===== src/rtl/ptmq_pkg.sv =====
`timescale 1ns / 1ps

package ptmq_pkg;

   localparam int ID_W     = 32;
   localparam int KIND_W   = 2;
   localparam int STAT_W   = 2;
   localparam int BSLOT_W  = 4;
   localparam int MSG_W    = 3 * ID_W;
   // bind_slot is 4 bits wide, so only the first 16 slots can be bound
   localparam int BIND_REACH = 16;

   typedef enum logic [KIND_W-1:0] {
      KIND_SEND = 2'd0,
      KIND_RECV = 2'd1,
      KIND_BIND = 2'd2,
      KIND_NONE = 2'd3
   } kind_type;

   typedef enum logic [STAT_W-1:0] {
      STAT_OK        = 2'd0,
      STAT_NOT_FOUND = 2'd1,
      STAT_FULL      = 2'd2,
      STAT_EMPTY     = 2'd3
   } status_type;

   typedef enum logic [2:0] {
      S_IDLE,
      S_BIND,
      S_MATCH,
      S_LOOKUP,
      S_ACCESS,
      S_READ,
      S_RESP
   } state_type;

   typedef struct packed {
      logic [KIND_W-1:0]  kind;
      logic [ID_W-1:0]    dest_tid;
      logic [ID_W-1:0]    src_tid;
      logic [ID_W-1:0]    msg_code;
      logic [ID_W-1:0]    payload;
      logic [BSLOT_W-1:0] bind_slot;
      logic [ID_W-1:0]    bind_id;
      logic               bind_active;
   } req_item_type;

   typedef struct packed {
      logic [STAT_W-1:0] status;
      logic [ID_W-1:0]   out_src_tid;
      logic [ID_W-1:0]   out_msg_code;
      logic [ID_W-1:0]   out_payload;
   } rsp_item_type;

   typedef struct packed {
      logic capture;
      logic wr_slot;
      logic match;
      logic lookup;
      logic access;
      logic load_rsp;
   } ctrl_cmd_type;

   typedef struct packed {
      logic recv_ok;
   } dp_status_type;

endpackage


===== src/rtl/ptmq_ctrl.sv =====
`timescale 1ns / 1ps

module ptmq_ctrl import ptmq_pkg::*; (
   input  logic          clock,
   input  logic          reset,
   input  logic          req_valid,
   input  kind_type      req_kind,
   output logic          req_ready,
   output logic          rsp_valid,
   input  logic          rsp_ready,
   input  dp_status_type stat,
   output ctrl_cmd_type  cmd
);

   state_type state_ff, state_in;
   logic      rsp_valid_ff, rsp_valid_in;

   always_comb begin
      state_in = state_ff;
      unique case (state_ff)
         S_IDLE: begin
            if (req_valid) begin
               unique case (req_kind)
                  KIND_SEND, KIND_RECV: state_in = S_MATCH;
                  KIND_BIND:            state_in = S_BIND;
                  default:              state_in = S_RESP;
               endcase
            end
         end
         S_BIND:   state_in = S_RESP;
         S_MATCH:  state_in = S_LOOKUP;
         S_LOOKUP: state_in = S_ACCESS;
         S_ACCESS: state_in = stat.recv_ok ? S_READ : S_RESP;
         S_READ:   state_in = S_RESP;
         S_RESP: begin
            if (!rsp_valid_ff || rsp_ready) state_in = S_IDLE;
         end
         default:  state_in = S_IDLE;
      endcase
   end

   always_comb begin
      cmd       = '0;
      req_ready = 1'b0;
      unique case (state_ff)
         S_IDLE: begin
            req_ready   = 1'b1;
            cmd.capture = req_valid;
         end
         S_BIND:   cmd.wr_slot = 1'b1;
         S_MATCH:  cmd.match  = 1'b1;
         S_LOOKUP: cmd.lookup = 1'b1;
         S_ACCESS: cmd.access = 1'b1;
         S_READ:   ;
         S_RESP:   cmd.load_rsp = !rsp_valid_ff || rsp_ready;
         default:  ;
      endcase
   end

   always_comb begin
      rsp_valid_in = rsp_valid_ff;
      priority if (cmd.load_rsp) rsp_valid_in = 1'b1;
      else if (rsp_ready)        rsp_valid_in = 1'b0;
      else                       rsp_valid_in = rsp_valid_ff;
   end

   always_ff @(posedge clock) begin
      if (reset) begin
         state_ff     <= S_IDLE;
         rsp_valid_ff <= 1'b0;
      end else begin
         state_ff     <= state_in;
         rsp_valid_ff <= rsp_valid_in;
      end
   end

   assign rsp_valid = rsp_valid_ff;

endmodule


===== config.mk =====
export PLATFORM = sky130hd
export DESIGN_NAME = ptmq_ctrl
export DESIGN_NICKNAME = d
export VERILOG_FILES = /design/src/rtl/ptmq_pkg.sv /design/src/rtl/ptmq_ctrl.sv
export SDC_FILE = /design/constraint.sdc
export NUM_CORES = 1
export LEC_CHECK = 0
export BUFFER_PORTS_ARGS = -buffer_cell sky130_fd_sc_hd__buf_2
export CORE_AREA = 2 2 39 41
export CTS_BUF_LIST = sky130_fd_sc_hd__clkbuf_4 sky130_fd_sc_hd__clkbuf_8
export DETAILED_ROUTE_END_ITERATION = 12
export DIE_AREA = 0 0 41 43
export HOLD_SLACK_MARGIN = 0.15
export PLACE_DENSITY_LB_ADDON = 0.05
export SYNTH_ARGS = -nofsm -noshare
export SYNTH_HDL_FRONTEND = slang
export SYNTH_SLANG_ARGS = --single-unit

===== constraint.sdc =====
create_clock -name clock -period 1.5 [get_ports clock]
set_input_delay 0.075 -clock clock [delete_from_list [all_inputs] [get_ports clock]]
set_output_delay 0.075 -clock clock [all_outputs]
set_load 0.01 [all_outputs]

==> results.cfg <==
[run_status]
status = complete, no violations

[pwr]
pwr-share-seq_pct = 35.9
p_int_mw = 0.3396
p_leak_nw = 0.2044
power_density_nw_per_um2 = 1354
irDropWorstVdd_uv = 348.3
pwr-share-comb_pct = 40.2
finalPower_mw = 0.5572
switching_share_pct = 39.05
clockPowerShare_pct = 23.9
p_sw_mw = 0.2176

[cts]
htree_levels = 1
clk_latency_ps = 230
cts.clk_slew.worst_paths_ps = 40
cts_tree = done
clock-sinks = 4
postCtsResizedCells = 0
cts_buffers = 3
root_buffer = clkbuf_4
cts_buffer_depth = 2

[routing]
via_count = 301
ant_nets = 0
wl_per_cell_um = 10.60
drc = 0
drt_pass1_iterations = 4
drtIter0Drc = 4
drt_wl_total_um = 710
via_per_inst = 4.493

[timing]
rsz0062_at_grt = false
tns_ps = 0
skew_ps = 2.429
hold_viol = 0
drv_slew = 0
tightestPinTransition_ps = 487.5
slew_headroom_pct = 67.45
timing.fmax_mhz = 742.7
min_period_ps = 1346
setup_slack_ps = 153.6
setup_viol = 0
timing.final.crit_share_pct = 89.76

[hold_path]
min_path_type = primary input to flip-flop

[placement]
port_buffers = 14
hpwl_um = 554.6
place_congestion = 0.6435
dp_slack_ps = 219.3
dp.cells = 63

[global_route]
grt-ovfl-total = 0
antenna_found_initial = 0
grt_pass1_vias = 317
grt_use_total_pct = 10.13
grt_pass1_wl_mm = 1.235
grt_start_max_net_pins = 12

[yosys]
synthDistinctLibCells = 23
yosysSeqAreaShare_pct = 24.52
syn-mean-instance-area_um2 = 8.826
synth_area_um2 = 326.6
synth_area_leaders = dfxtp_1 25%, buf_6 6.9%, nor4_4 6.5%, nand3b_4 6.1%, nand2b_1 5.7%
synth_nets = 44
yosysTopAreaCellShare_pct = 24.52
synth_top_area_cell = dfxtp_1
ys_warn_count = 0
ys_ff_latch = 4
syn-instance-count = 37

[finish]
fillCellCount = 155
final_common_cell = buf_2
drive_gt1_share_pct = 43.14
stdcell_count = 67
final_nets = 60
final_cell_mix = 14 x buf_2, 4 x dfxtp_1, 3 x nand2b_1, 3 x nor2_1, 3 x clkbuf_4
area_delta_synth_final_pct = 26.05
diodes = 0

[floorplan]
fp.dieW_um = 41
io_pins = 15
rows = 14
start_util_pct = 23.60
core_um2 = 1384
fp.dieH_um = 43
dieArea_um2 = 1763

[critical_path]
crit_required_ps = 1420
arrival_ps = 1270
path_class = flip-flop to output pin
end_kind = output pin
crit_path_start_kind = flip-flop
cp_max_fo = 11

[job]
maxCapViolations = 0
## synthesized netlist by cell type (all sizes together)
| master | count |
|---|---|
| nand3b | 1 |
| o31ai | 1 |
| and3 | 1 |
| o21ai | 2 |
| buf | 4 |
| nand4 | 1 |
| a21oi | 3 |
| nand2b | 3 |
| nor2b | 1 |
| o21a | 1 |
| nor3b | 2 |
| dfxtp | 4 |
| a31oi | 1 |
| nor4 | 1 |
| nor3 | 2 |
| nor2 | 3 |
| and2 | 1 |
| inv | 2 |
| or3 | 1 |
| nand2 | 2 |
## per-stage QoR
stage               hold slack [ps]  utilization (%)  area (um^2)
finish                        156.4            29.75        411.6
detailed placement            315.4            27.40        379.1
global placement              321.9            27.40        379.1
floorplan                     144.1                -        326.6
CTS                           159.1            29.75        411.6
global route                  185.7            29.75        411.6
## what timing repair did
action,in CTS,in global routing
buffers inserted,0,0
hold buffers,1,0
endpoints found under the hold margin,3,0
## cell families after synthesis
| logic type | after synthesis | share of synthesized area [%] |
|---|---|---|
| AND/OR/NAND/NOR | 19 | 44.84 |
| AO/OA/AOI/OAI | 8 | 16.86 |
| buffers and inverters | 6 | 13.79 |
| flip-flops | 4 | 24.52 |
## flip-flops by register name (all words and copies together), names as in the netlist
signal / cells
rsp_valid: 1
state_ff: 3
## metal layers
| metal | wire (um) | vias up | share of wire (%) | track usage, % |
|---|---|---|---|---|
| li1 | - | 157 | - | - |
| met1 | 299 | 138 | 42 | 12.50 |
| met2 | 390 | 6 | 55 | 14.69 |
| met3 | 20 | 0 | 2.8 | 1.571 |
| met4 | 0 | 0 | 0 | 8.000 |
| met5 | 0 | - | 0 | 0 |
## path summary, 6_finish.rpt
path / startpoint / endpoint / slack [ps] / cells after the start
min: req_kind[1] / state_ff[2] / 160 / 3
min reg2reg: rsp_valid / rsp_valid / 550 / 2
max: state_ff[1] / cmd[3] / 150 / 2
max reg2reg: state_ff[1] / state_ff[1] / 230 / 4
## critical path, stage by stage (launching register included)
cell and delay, ps:
dfxtp_1 590, nor3b_4 290, buf_2 160
## area by class of cell
| cell class | instances | area, um^2 | share of cell area [%] |
|---|---|---|---|
| repair buffers | 15 | 80.08 | 19.45 |
| inverters | 2 | 7.507 | 1.824 |
| clock buffers | 3 | 22.52 | 5.471 |
| well taps | 16 | 20.02 | 4.863 |
| multi-input cells | 27 | 201.4 | 48.94 |
| flip-flops and latches | 4 | 80.08 | 19.45 |
## power by group through the flow
stage	registers, mW	clock network, mW	logic, mW
2_1_floorplan	0.139	0	0.249
3_3_place_gp	0.200	0	0.225
6_report	0.200	0.133	0.224
4_1_cts	0.202	0.139	0.229
3_5_place_dp	0.204	0	0.226
5_1_grt	0.209	0.147	0.253
Power figures use the tool's default switching activity.
